$ cat config.mk
export PLATFORM = sky130hd
export DESIGN_NAME = radio_txrx_supervisor_core
export DESIGN_NICKNAME = d
export VERILOG_FILES = /design/src/sv/rts_pkg.sv /design/src/sv/radio_txrx_supervisor_core.sv /design/src/sv/rts_in_stage.sv /design/src/sv/rts_engine.sv /design/src/sv/rts_out_stage.sv
export SDC_FILE = /design/constraint.sdc
export NUM_CORES = 1
export LEC_CHECK = 0
export BUFFER_PORTS_ARGS = -buffer_cell sky130_fd_sc_hd__buf_2
export CAP_MARGIN = 20
export CORE_MARGIN = 2
export CORE_UTILIZATION = 45
export CTS_BUF_LIST = sky130_fd_sc_hd__clkbuf_8
export DETAILED_ROUTE_END_ITERATION = 16
export MAX_ROUTING_LAYER = met4
export PLACE_DENSITY = 0.62
export SETUP_SLACK_MARGIN = 0.1
export SYNTH_ARGS = -nofsm -noshare
export SYNTH_HDL_FRONTEND = slang
export SYNTH_HIERARCHICAL = 1
export SYNTH_SLANG_ARGS = --single-unit
$ cat constraint.sdc
create_clock -name clk -period 8.15 [get_ports clk]
set_input_delay 0.4075 -clock clk [delete_from_list [all_inputs] [get_ports clk]]
set_output_delay 0.4075 -clock clk [all_outputs]
set_load 0.02 [all_outputs]
$ cat src/sv/rts_pkg.sv
// ----------------------------------------------------------------------------
// rts_pkg
// Shared types and codes for the radio transmit/receive supervisor.
// ----------------------------------------------------------------------------
package rts_pkg;

  // Command codes carried on the input tuser
  typedef enum logic [1:0] {
    CMD_TX   = 2'd0,
    CMD_RX   = 2'd1,
    CMD_TICK = 2'd2,
    CMD_IRQ  = 2'd3
  } cmd_t;

  // Operation in progress
  typedef enum logic [1:0] {
    OP_IDLE = 2'd0,
    OP_TX   = 2'd1,
    OP_RX   = 2'd2
  } op_t;

  // Request status codes
  typedef enum logic [1:0] {
    ST_OK      = 2'd0,
    ST_ERROR   = 2'd1,
    ST_BUSY    = 2'd2,
    ST_TIMEOUT = 2'd3
  } status_t;

  // Radio flag bit positions
  localparam int unsigned FLAG_TX_DONE_BIT = 3;
  localparam int unsigned FLAG_CRC_ERR_BIT = 5;
  localparam int unsigned FLAG_RX_DONE_BIT = 6;

  // Stream widths
  localparam int unsigned IN_TDATA_W  = 72;
  localparam int unsigned OUT_TDATA_W = 16;

  // One input request
  typedef struct packed {
    cmd_t        command;
    logic [7:0]  payload_length;
    logic [7:0]  rx_max_len;
    logic [31:0] timeout_limit;
    logic [7:0]  radio_flags;
    logic [7:0]  received_bytes;
    logic        bus_error;
  } item_t;

  // One result
  typedef struct packed {
    status_t    status;
    op_t        op_state;
    logic       done_res;
    logic [7:0] accepted_len;
    logic       read_payload;
  } result_t;

endpackage

$ cat src/sv/radio_txrx_supervisor_core.sv
// ----------------------------------------------------------------------------
// radio_txrx_supervisor_core
// Supervisor for one non-blocking radio transmit or receive operation.
// ----------------------------------------------------------------------------
// Takes one request per clock with no bubbles while the result side does not
// stall; each request yields exactly one result (input register, decision
// logic, result register). The rate is set by the state update in the engine,
// which reads and writes the supervisor state once per request. Back pressure
// on the result side holds the input side only when both registers are full.
module radio_txrx_supervisor_core #(
  parameter int unsigned TIMER_BITS = 32
) (
  input  logic                              clk,
  input  logic                              rst_n,
  input  logic                              in_tvalid,
  output logic                              in_tready,
  // [7:0] payload_length, [15:8] rx_max_len, [47:16] timeout_limit,
  // [55:48] radio_flags, [63:56] received_bytes, [64] bus_error, rest zero
  input  logic [rts_pkg::IN_TDATA_W-1:0]    in_tdata,
  // [1:0] command
  input  logic [1:0]                        in_tuser,
  output logic                              out_tvalid,
  input  logic                              out_tready,
  // [1:0] status, [3:2] op_state, [4] done_res, [12:5] accepted_len,
  // [13] read_payload, rest zero
  output logic [rts_pkg::OUT_TDATA_W-1:0]   out_tdata
);

  logic             item_valid;
  logic             res_ready;
  logic             advance;
  rts_pkg::item_t   item;
  rts_pkg::result_t res;

  assign advance = item_valid && res_ready;

  rts_in_stage u_in (
    .clk        (clk),
    .rst_n      (rst_n),
    .in_tvalid  (in_tvalid),
    .in_tready  (in_tready),
    .in_tdata   (in_tdata),
    .in_tuser   (in_tuser),
    .take       (advance),
    .item_valid (item_valid),
    .item       (item)
  );

  rts_engine #(
    .TIMER_BITS (TIMER_BITS)
  ) u_engine (
    .clk     (clk),
    .rst_n   (rst_n),
    .advance (advance),
    .item    (item),
    .res     (res)
  );

  rts_out_stage u_out (
    .clk        (clk),
    .rst_n      (rst_n),
    .res_valid  (item_valid),
    .res_ready  (res_ready),
    .res        (res),
    .out_tvalid (out_tvalid),
    .out_tready (out_tready),
    .out_tdata  (out_tdata)
  );

endmodule

$ cat src/sv/rts_in_stage.sv
// ----------------------------------------------------------------------------
// rts_in_stage
// Input register: unpacks and holds one request until the engine takes it.
// ----------------------------------------------------------------------------
module rts_in_stage (
  input  logic                                 clk,
  input  logic                                 rst_n,
  input  logic                                 in_tvalid,
  output logic                                 in_tready,
  input  logic [rts_pkg::IN_TDATA_W-1:0]       in_tdata,
  input  logic [1:0]                           in_tuser,
  input  logic                                 take,
  output logic                                 item_valid,
  output rts_pkg::item_t                       item
);

  logic           valid_r;
  logic           valid_nxt;
  rts_pkg::item_t item_r;

  // Free when empty or when the held request moves on this cycle
  assign in_tready = !valid_r || take;
  assign valid_nxt = in_tvalid || (valid_r && !take);

  always_ff @(posedge clk) begin
    if (!rst_n) begin
      valid_r <= 1'b0;
    end else begin
      valid_r <= in_tready ? in_tvalid : valid_nxt;
    end
  end

  // Payload capture, no reset needed
  always_ff @(posedge clk) begin
    if (in_tvalid && in_tready) begin
      item_r.command        <= rts_pkg::cmd_t'(in_tuser);
      item_r.payload_length <= in_tdata[7:0];
      item_r.rx_max_len     <= in_tdata[15:8];
      item_r.timeout_limit  <= in_tdata[47:16];
      item_r.radio_flags    <= in_tdata[55:48];
      item_r.received_bytes <= in_tdata[63:56];
      item_r.bus_error      <= in_tdata[64];
    end
  end

  assign item_valid = valid_r;
  assign item       = item_r;

endmodule

$ cat src/sv/rts_engine.sv
// ----------------------------------------------------------------------------
// rts_engine
// Supervisor state and the single-pass decision logic for one request.
// ----------------------------------------------------------------------------
module rts_engine #(
  parameter int unsigned TIMER_BITS = 32
) (
  input  logic              clk,
  input  logic              rst_n,
  input  logic              advance,
  input  rts_pkg::item_t    item,
  output rts_pkg::result_t  res
);

  rts_pkg::op_t          operation_r, operation_nxt;
  rts_pkg::status_t      last_status_r, last_status_nxt;
  logic [TIMER_BITS-1:0] elapsed_r, elapsed_nxt;
  logic [TIMER_BITS-1:0] limit_r, limit_nxt;
  logic [7:0]            max_accept_r, max_accept_nxt;
  logic [7:0]            acc_len_r, acc_len_nxt;

  rts_pkg::status_t      st;
  logic                  done;
  logic                  rd;
  logic [7:0]            start_len;
  rts_pkg::op_t          start_kind;
  logic [TIMER_BITS-1:0] elapsed_inc;
  logic                  rx_good;

  // Saturating millisecond count
  assign elapsed_inc = (elapsed_r == {TIMER_BITS{1'b1}}) ? elapsed_r
                                                         : elapsed_r + TIMER_BITS'(1);

  assign start_kind = (item.command == rts_pkg::CMD_RX) ? rts_pkg::OP_RX : rts_pkg::OP_TX;
  assign start_len  = (item.command == rts_pkg::CMD_RX) ? item.rx_max_len
                                                        : item.payload_length;

  assign rx_good = item.radio_flags[rts_pkg::FLAG_RX_DONE_BIT]
                && !item.radio_flags[rts_pkg::FLAG_CRC_ERR_BIT]
                && (item.received_bytes <= max_accept_r);

  // Decision logic
  always_comb begin
    operation_nxt   = operation_r;
    last_status_nxt = last_status_r;
    elapsed_nxt     = elapsed_r;
    limit_nxt       = limit_r;
    max_accept_nxt  = max_accept_r;
    acc_len_nxt     = acc_len_r;
    st              = last_status_r;
    done            = 1'b0;
    rd              = 1'b0;
    case (item.command)
      rts_pkg::CMD_TX, rts_pkg::CMD_RX: begin
        if (start_len == 8'd0) begin
          st = rts_pkg::ST_ERROR;
        end else if (operation_r != rts_pkg::OP_IDLE) begin
          st = rts_pkg::ST_BUSY;
        end else begin
          if (start_kind == rts_pkg::OP_RX) begin
            acc_len_nxt = 8'd0;
          end
          if (item.bus_error) begin
            last_status_nxt = rts_pkg::ST_ERROR;
            st              = rts_pkg::ST_ERROR;
          end else begin
            elapsed_nxt     = '0;
            limit_nxt       = item.timeout_limit[TIMER_BITS-1:0];
            last_status_nxt = rts_pkg::ST_BUSY;
            operation_nxt   = start_kind;
            if (start_kind == rts_pkg::OP_RX) begin
              max_accept_nxt = start_len;
            end
            st = rts_pkg::ST_OK;
          end
        end
      end
      rts_pkg::CMD_TICK: begin
        if (operation_r != rts_pkg::OP_IDLE) begin
          elapsed_nxt = elapsed_inc;
          if (elapsed_inc >= limit_r) begin
            st   = rts_pkg::ST_TIMEOUT;
            done = 1'b1;
          end else begin
            st = rts_pkg::ST_BUSY;
          end
        end
      end
      default: begin
        // Radio done interrupt
        if (operation_r != rts_pkg::OP_IDLE) begin
          done = 1'b1;
          if (item.bus_error) begin
            st = rts_pkg::ST_ERROR;
          end else if (operation_r == rts_pkg::OP_TX) begin
            st = item.radio_flags[rts_pkg::FLAG_TX_DONE_BIT] ? rts_pkg::ST_OK
                                                             : rts_pkg::ST_ERROR;
          end else if (!rx_good) begin
            st = rts_pkg::ST_ERROR;
          end else begin
            acc_len_nxt = item.received_bytes;
            rd          = 1'b1;
            st          = rts_pkg::ST_OK;
          end
        end
      end
    endcase
    // Common finish
    if (done) begin
      operation_nxt   = rts_pkg::OP_IDLE;
      last_status_nxt = st;
      max_accept_nxt  = 8'd0;
    end
  end

  assign res.status       = st;
  assign res.op_state     = operation_nxt;
  assign res.done_res     = done;
  assign res.accepted_len = acc_len_nxt;
  assign res.read_payload = rd;

  // State update on each processed request
  always_ff @(posedge clk) begin
    if (!rst_n) begin
      operation_r   <= rts_pkg::OP_IDLE;
      last_status_r <= rts_pkg::ST_OK;
      elapsed_r     <= '0;
      limit_r       <= '0;
      max_accept_r  <= 8'd0;
      acc_len_r     <= 8'd0;
    end else if (advance) begin
      operation_r   <= operation_nxt;
      last_status_r <= last_status_nxt;
      elapsed_r     <= elapsed_nxt;
      limit_r       <= limit_nxt;
      max_accept_r  <= max_accept_nxt;
      acc_len_r     <= acc_len_nxt;
    end
  end

`ifndef SYNTHESIS
  // Receive limit is only held while a receive runs
  a_max_idle: assert property (@(posedge clk) disable iff (!rst_n)
    operation_r != rts_pkg::OP_RX |-> max_accept_r == 8'd0)
    else $error("max_accept set outside a receive");

  // A running operation has not yet reached its limit, or has no elapsed time yet
  a_elapsed: assert property (@(posedge clk) disable iff (!rst_n)
    operation_r != rts_pkg::OP_IDLE |-> (elapsed_r < limit_r || elapsed_r == '0))
    else $error("elapsed time past the limit while active");

  // Nothing finishes when nothing runs
  a_idle_done: assert property (@(posedge clk) disable iff (!rst_n)
    advance && operation_r == rts_pkg::OP_IDLE |-> !res.done_res)
    else $error("finish reported while idle");

  // Payload read only on a clean receive finish
  a_read: assert property (@(posedge clk) disable iff (!rst_n)
    advance && res.read_payload |->
      res.done_res && res.status == rts_pkg::ST_OK && operation_r == rts_pkg::OP_RX)
    else $error("payload read on a bad finish");

  // Finish is visible in state on the next edge
  a_finish: assert property (@(posedge clk) disable iff (!rst_n)
    advance && res.done_res |=> operation_r == rts_pkg::OP_IDLE)
    else $error("operation still active after finish");
`endif

endmodule

$ cat src/sv/rts_out_stage.sv
// ----------------------------------------------------------------------------
// rts_out_stage
// Result register: holds one packed result until the sink takes it.
// ----------------------------------------------------------------------------
module rts_out_stage (
  input  logic                              clk,
  input  logic                              rst_n,
  input  logic                              res_valid,
  output logic                              res_ready,
  input  rts_pkg::result_t                  res,
  output logic                              out_tvalid,
  input  logic                              out_tready,
  output logic [rts_pkg::OUT_TDATA_W-1:0]   out_tdata
);

  logic                            valid_r;
  logic [rts_pkg::OUT_TDATA_W-1:0] data_r;

  assign res_ready = !valid_r || out_tready;

  always_ff @(posedge clk) begin
    if (!rst_n) begin
      valid_r <= 1'b0;
    end else if (res_ready) begin
      valid_r <= res_valid;
    end
  end

  // Pack fields from the lowest bit up, zero fill to whole bytes
  always_ff @(posedge clk) begin
    if (res_valid && res_ready) begin
      data_r <= {2'b00, res.read_payload, res.accepted_len, res.done_res,
                 2'(res.op_state), 2'(res.status)};
    end
  end

  assign out_tvalid = valid_r;
  assign out_tdata  = data_r;

endmodule
Word level (Yosys, flattened, before mapping) --
Index checks and enable logic that the tools add are counted. Widths: inputs -> output; s select.
Storage, ports and cells: bits in registers 166, word-level logic and storage cells 108
Cells by class: $add $sub $neg 1, $lt $le $gt $ge 2, equal/unequal tests 12, mux-type cells 49, bitwise operators 3, reduce and logical (&&, ||, !) cells 24
Operators by type and width (count):
- $mux 32 | 5
- $mux 8 | 14
- $pmux 32 s2 | 1
- $mux 2 | 17
- $add 32x1->32 const B | 1
- $eq 32x32->1 const B | 1
- $ge 32x32->1 | 1
- $pmux 8 s2 | 1
- $reduce_and 6->1 | 2
- $mux 1 | 9
- $le 8x8->1 | 1
- $logic_not 8->1 | 1
- $ne 2x1->1 const B | 4
- $reduce_bool 2->1 | 4
- $ne 2x2->1 const B | 3
- $reduce_or 6->1 | 1
- $logic_and 1x1->1 | 5
- $reduce_and 5->1 | 1
- $eq 2x1->1 const B | 2
- $eq 2x2->1 const B | 2
- $logic_not 1->1 | 4
- $pmux 2 s2 | 1
- $reduce_and 4->1 | 1
- $logic_or 1x1->1 | 3
- other kinds (4) | 6

Logic depth before layout (Yosys ltp) --
Gate-level depths: netlist of the first run.
depth in word-level cells 9, gate-level depth with buffers 20, gate-level depth less buffers 16

Cells and area by module --
The synthesis of the first run kept the hierarchy.
Modules (own cells, without submodules):
- rts_engine | times used 1, cells an instance 679, area each 5323.9 sq um, seq. area each 1681.6 sq um
- rts_in_stage | times used 1, cells an instance 72, area each 2069.5 sq um, seq. area each 2031.9 sq um
- rts_out_stage | times used 1, cells an instance 22, area each 496.7 sq um, seq. area each 440.4 sq um
- radio_txrx_supervisor_core | times used 1, cells an instance 1, area each 6.3 sq um, seq. area each 0.0 sq um

Least setup slack after synthesis of the first run --
OpenSTA, ideal clock, no wires.
kind reg2reg, start register u_engine.elapsed_r[12], end register u_engine.max_accept_r[0], setup time 0.070 ns, data arrival time 3.664 ns, path slack 4.416 ns, stages on the path, launching flop included 17, buffers on the path 2, cell sequence dfxtp_1 -> clkbuf_2 -> nand2_1 -> or3_4 -> or3_4 -> nor3_4 -> mux2_2 -> ha_1 -> a211o_1 -> a31oi_1 -> nor3_1 -> o31ai_1 -> a21oi_1 -> o31a_1 -> a21bo_2 -> clkbuf_1 -> a21oi_1
Between the ends: longest elaborated chain between the ends 8
RTL lines:
- from (decl) | RTL line rts_engine.sv:17 | logic [TIMER_BITS-1:0] elapsed_r, elapsed_nxt;
- from (signal assigned) | RTL line rts_engine.sv:134 | elapsed_r <= elapsed_nxt;
- $add 32x1->32 / $eq 32x32->1 (equally long branches) | RTL line rts_engine.sv:32, rts_engine.sv:31
- $mux 32 (*) | RTL line rts_engine.sv:31 | assign elapsed_inc = (elapsed_r == {TIMER_BITS{1'b1}}) ? elapsed_r
- $ge 32x32->1 (*) | RTL line rts_engine.sv:81 | if (elapsed_inc >= limit_r) begin
- $mux 1 (*) | RTL line rts_engine.sv:81
- $mux 1 (*) | RTL line rts_engine.sv:79 | if (operation_r != rts_pkg::OP_IDLE) begin
- $pmux 1 s2 (*) | RTL line rts_engine.sv:53 | case (item.command)
- via u_engine.done | RTL line rts_engine.sv:23 | logic done;
- $ne 2x1->1 (no source line) / $reduce_bool 2->1 (equally long branches)
- $reduce_and 6->1 (no source line)
- to (signal assigned) | RTL line rts_engine.sv:136 | max_accept_r <= max_accept_nxt;
- to (decl) | RTL line rts_engine.sv:19 | logic [7:0] max_accept_r, max_accept_nxt;
The timed path passes the listed nets; every way through them passes the cells marked *. A chain may end at the register's enable or synchronous reset.

==> results_dict.tcl, run 1 <==
set metrics [dict create \
    status "completed" \
    clock_latency_ns 0.45 \
    first_global_vias 5602 \
    setup_tns_ns 0 \
    vdd_ir_drop_max_uv 107 \
    cts_inserted_buffers 17 \
    fill_cells 1548 \
    die_y_um 135 \
    drive_above_1_share_pct 17.2 \
    overflow 0 \
    grt_max_degree 63 \
    avgViaCountPerCell 5.41 \
    r2r-start "u_engine/elapsed_r[3]" \
    setup_viol 0 \
    tightest_slew_ns 1.04 \
    drt-total-wl_um 16100 \
    rows 47 \
    htreeDepth 4 \
    num_vias 5774 \
    fmax_mhz 217 \
    core_sq_um 16700 \
    crit_chain "and4_4, nand4_4, or3_1, nor4_4, nand3_1, xnor2_1, ha_1, nand4_1, nor4_1, nand2_1, a21oi_1, o31a_1, o221ai_1, o21ba_2" \
    fin_nets 954 \
    ys_warn_count 6 \
    drtIter0Drc 285 \
    critPathSlowestCell "nor4_1" \
    initial_utilization_pct 46.4 \
    rrSetupSlack_ns 3.53 \
    r2r_cells 14 \
    syn_inst 769 \
    ctsRootBufferMaster "clkbuf_8" \
    die_area_sq_um 18300 \
    dp_hpwl_um 11500 \
    final.setup_skew_ns 0.00928 \
    worstSetupPathType "flop to flop" \
    cp-start-kind "flop" \
    drv_slew 0 \
    p_leak_uw 0.00320 \
    pin_count 96 \
    r2r_end "u_engine/last_status_r[0]" \
    hold_ws_ns 0.128 \
    path_max_fanout 9 \
    fin_crit_sh_pct 56.6 \
    cellPowerDensity_nw_per_um2 185 \
    worstSetupEndpointType "flop" \
    cts.clk_slew.worst_paths_ns 0.09 \
    gp_congestion 0.842 \
    slew_headroom_pct 30.1 \
    syn_avg_cell_area_sq_um 10.1 \
    finalHoldViolCount 0 \
    min_period_ns 4.62 \
    cts_tree "yes" \
    clk_path_buf_depth 2 \
    grt_pass1_wl_um 26800 \
    final_antenna_net_count 0 \
    arrival_ns 5.02 \
    drc 0 \
    portBuffers 81 \
    required_ns 8.55 \
    rsz0062_at_grt "false" \
    postCtsSetupRepairBufs 0 \
    postLayoutCoreUtil_pct 51.9 \
    antenna_found_initial 0 \
    worstSetupStartpoint "u_engine/elapsed_r[3]" \
    slowest_delay_ns 0.53 \
    area_growth_pct 11.8 \
    clkSinkCount 162 \
    grt_use_total_pct 19.1 \
    wl_per_cell_um 15.1 \
    synth_area_sq_um 7750 \
    cp-endpoint "u_engine/last_status_r[0]" \
    first_pass_iters 5 \
    antennaDiodeCount 0 \
    die_x_um 135 \
    post_cts_resized 0 \
    ctsHoldBuffers 0 \
    min_path_type "input pin to flop" \
    drv_cap 0 \
]
-- metal layers --
metal	vias to the layer above	track usage [%]	share of wire (%)
met4	0	6.77	1.7
li1	2862	-	-
met3	20	3.07	3.7
met2	119	29.5	46
met5	-	-	0
met1	2773	25.6	49
-- power by group --
group | internal [uW] | switching [uW] | leakage, uW
Combinational | 40.6 | 69.4 | 0.00157
Sequential | 885 | 15.8 | 0.00142
Clock | 285 | 310 | 0.000202
Total | 1210 | 395 | 0.00320
-- area by class of cell --
class                           instances  area, sq um  area share, %
Timing Repair Buffer                   83          420           4.85
Inverter                               50          188           2.17
Clock buffer                           18          248           2.86
Tap cell                              220          275           3.18
Multi-Input combinational cell        521         3370           39.0
Clock inverter                         14          154           1.78
Sequential cell                       162         4000           46.2
-- state kept, by name (all words and copies together) (netlist names) --
signal / cells
u_engine/last_status_r: 2
u_out/out_tdata: 14
u_engine/max_accept_r: 8
u_engine/limit_r: 32
u_engine/operation_r: 2
u_engine/acc_len_r: 8
u_engine/elapsed_r: 32
u_in/item: 62
u_in/item_valid: 1
u_out/out_tvalid: 1
-- worst min-delay path by stage --
| stage | to | cells past startpoint | start | slack, ns |
|---|---|---|---|---|
| 6_report | u_in/item[66] | 1 | in_tuser[1] | 0.13 |
| 2_1_floorplan | u_engine/max_accept_r[1] | 2 | u_engine/max_accept_r[1] | 0.44 |
| 4_1_cts | u_in/item[3] | 1 | in_tdata[58] | 0.1 |
| 3_5_place_dp | u_engine/max_accept_r[5] | 2 | u_engine/max_accept_r[5] | 0.45 |
| 5_1_grt | u_in/item[47] | 1 | in_tdata[46] | 0.09 |
| 3_3_place_gp | u_engine/elapsed_r[11] | 1 | u_engine/elapsed_r[11] | 0.45 |
-- placed cells by master (no fill, tap or decap), types with 6 or more instances in the layout --
master	count
clkbuf_8	18
nand2_1	120
a21o_1	8
o21ai_0	26
a32oi_1	8
nor2b_1	14
xnor2_1	20
dfxtp_1	86
nor2_1	39
xor2_1	9
nor3_1	8
ha_1	41
a21oi_1	44
nand4_1	13
edfxtp_1	76
buf_2	81
inv_1	50
nand3_1	28
o31ai_1	7
a21boi_0	32
a22o_1	12
a31oi_1	13
and3_1	6
-- per-stage QoR --
step	instance area, sq um	instances	worst slack [ns]	power, uW
floorplan	7750	770	4.42	985
global placement	8260	1036	3.61	1030
detailed placement	8260	1036	3.54	1030
CTS	8660	1068	3.50	1630
global route	8660	1068	3.19	1680
finish	8660	1068	3.53	1610
-- critical path: cells and delay by family, from the launching register on --
family                     cells  cell delay, ns
xor gates and xnor gates       1            0.19
AOI/OAI and AO/OA              4            1.09
adders and majority gates      1            0.30
and+or+nand+nor                8            2.47
DFF                            1            0.52
No activity file was read; power rests on OpenSTA's default activity.
==> run 2, diff against run 1 <==
clock period = 4.45 ns   (was 8.15 ns; I/O delays follow)
==> results_dict.tcl, run 2 (synthesis gave the netlist of run 1 again) <==
set metrics [dict create \
    rsz0062_at_grt "false" \
    hold_end "u_out/out_tvalid" \
    clkSinkCount 162 \
    first_global_vias 5777 \
    drc 0 \
    pin_count 96 \
    tightest_slew_ns 1.02 \
    cts_tree "yes" \
    largest_register_ffs 62 \
    num_vias 6048 \
    htreeDepth 4 \
    first_pass_iters 6 \
    core_sq_um 16700 \
    finalHoldViolCount 0 \
    drive_above_1_share_pct 17.7 \
    path_max_fanout 5 \
    hold_start "out_tready" \
    ctsRootBufferMaster "clkbuf_8" \
    rows 47 \
    placed_area_sq_um 8300 \
    arrival_ns 4.44 \
    final.setup_skew_ns 0.0159 \
    portBuffers 81 \
    slew_headroom_pct 31.6 \
    r2r-start "u_engine/elapsed_r[6]" \
    antennaDiodeCount 0 \
    die_area_sq_um 18300 \
    avgViaCountPerCell 5.30 \
    fmax_mhz 244 \
    worstSetupPathType "flop to flop" \
    critPathSlowestCell "or3_4" \
    die_y_um 135 \
    reg_top3 "u_in/item: 62 flops, u_engine/elapsed_r: 32 flops, u_engine/limit_r: 32 flops" \
    postLayoutCoreUtil_pct 56.1 \
    r2r_end "u_engine/last_status_r[0]" \
    fill_cells 1452 \
    overflow 0 \
    cp-start-kind "flop" \
    drv_slew 0 \
    final_area_sq_um 9370 \
    grt_max_degree 63 \
    vdd_ir_drop_max_uv 193 \
    layout_common_cells "120 x nand2_1, 82 x dfxtp_1, 81 x buf_2, 76 x edfxtp_1, 63 x dlygate4sd3_1" \
    drv_cap 0 \
    dp_hpwl_um 11500 \
    cts_inserted_buffers 17 \
    drt-total-wl_um 16800 \
    regMostFlops "u_in/item" \
    final_antenna_net_count 0 \
    area_growth_pct 20.9 \
    min_period_ns 4.10 \
    fin_nets 1028 \
    cts.clk_slew.worst_paths_ns 0.09 \
    setup_tns_ns 0 \
    worstSetupEndpointType "flop" \
    grt_pass1_wl_um 27700 \
    cp_common_cell "nand2_1" \
    setup_viol 0 \
    status "completed" \
    slowest_delay_ns 0.44 \
    initial_utilization_pct 46.4 \
    rrSetupSlack_ns 0.35 \
    worstHoldPathCells 3 \
    grt_use_total_pct 19.8 \
    gp_congestion 0.844 \
    final_common_cell "nand2_1" \
    wl_per_cell_um 14.7 \
    crit_chain "and4_4, nand4_4, or3_4, nor4_4, nand3_1, xnor2_1, ha_1, nand4_1, nor4_1, nand2_1, a21oi_2, o31a_1, buf_4, nand2_1, o21ba_2" \
    cellPowerDensity_nw_per_um2 314 \
    required_ns 4.79 \
    fin_crit_sh_pct 92.2 \
    r2r_cells 15 \
    die_x_um 135 \
    clock_latency_ns 0.45 \
    antenna_found_initial 0 \
    drtIter0Drc 333 \
    p_leak_uw 0.00350 \
    min_path_type "input pin to flop" \
    clk_path_buf_depth 2 \
]
[run 2: changes by cell type in the layout (fill, tap and decap cells not counted), moves of 2 or more]
cell and change:
buf_4 +11, clkinv_2 -2, clkinvlp_4 +3, dfxtp_1 -4, dfxtp_2 +2, dfxtp_4 +2
dlygate4sd3_1 +63
[run 2: final cells by class]
| type | instances | area (sq um) | area share, % |
|---|---|---|---|
| well taps | 220 | 275 | 2.94 |
| flip-flops and latches | 162 | 4010 | 42.9 |
| clock buffers | 17 | 234 | 2.50 |
| multi-input cells | 521 | 3370 | 36.0 |
| clock inverters | 15 | 148 | 1.58 |
| repair buffers | 157 | 1130 | 12.1 |
| inverters | 50 | 188 | 2.00 |
[run 2: through the flow]
stage          setup WS (ns)  cells  power, uW  hold slack [ns]
2_1_floorplan          0.716    770       1800            0.321
4_1_cts                0.165   1137       2970           0.0286
3_5_place_dp           0.238   1042       1890            0.401
5_1_grt               0.0919   1142       3070           0.0475
3_3_place_gp           0.340   1042       1880            0.399
6_report               0.348   1142       2940           0.0645
[run 2: how the worst max path moves through the flow]
stage                                      start                   endpoint
final                      u_engine/elapsed_r[6]  u_engine/last_status_r[0]
after global routing       u_engine/elapsed_r[6]   u_engine/max_accept_r[2]
after CTS                  u_engine/elapsed_r[3]  u_engine/last_status_r[0]
after detailed placement   u_engine/elapsed_r[3]  u_engine/last_status_r[0]
after global placement     u_engine/elapsed_r[3]  u_engine/last_status_r[0]
after floorplan           u_engine/elapsed_r[12]   u_engine/max_accept_r[0]
[run 2: per-layer routing]
metal  global-route usage, %  vias up  share of wire, %
met5                       -        -                 0
met4                    7.41        0               1.7
met3                    4.08       22               4.9
met2                    31.4      154                48
met1                    25.2     2855                46
li1                        -     3017                 -
[run 2: repair_timing]
item / in CTS / in global routing
resized for setup: 0 / 9
hold buffers: 63 / 0
buffers inserted: 0 / 5
setup endpoints to repair: 0 / 14
endpoints found under the hold margin: 63 / 0
[run 2: report_power, final]
group / total, uW / internal, uW / switching (uW) / leakage [uW]
Clock: 1040 / 457 / 582 / 0.000180
Sequential: 1650 / 1620 / 29.6 / 0.00143
Combinational: 249 / 114 / 135 / 0.00189
Total: 2940 / 2190 / 747 / 0.00350
[run 2: worst max-delay path, delay by kind of cell (launching register included)]
family	cells	cell delay, ns
AND/OR/NAND/NOR	9	2.25
AO/OA/AOI/OAI	3	0.70
flip-flops	1	0.39
adder cells (fa/ha/maj)	1	0.33
XOR/XNOR	1	0.18
buffers and inverters	1	0.15
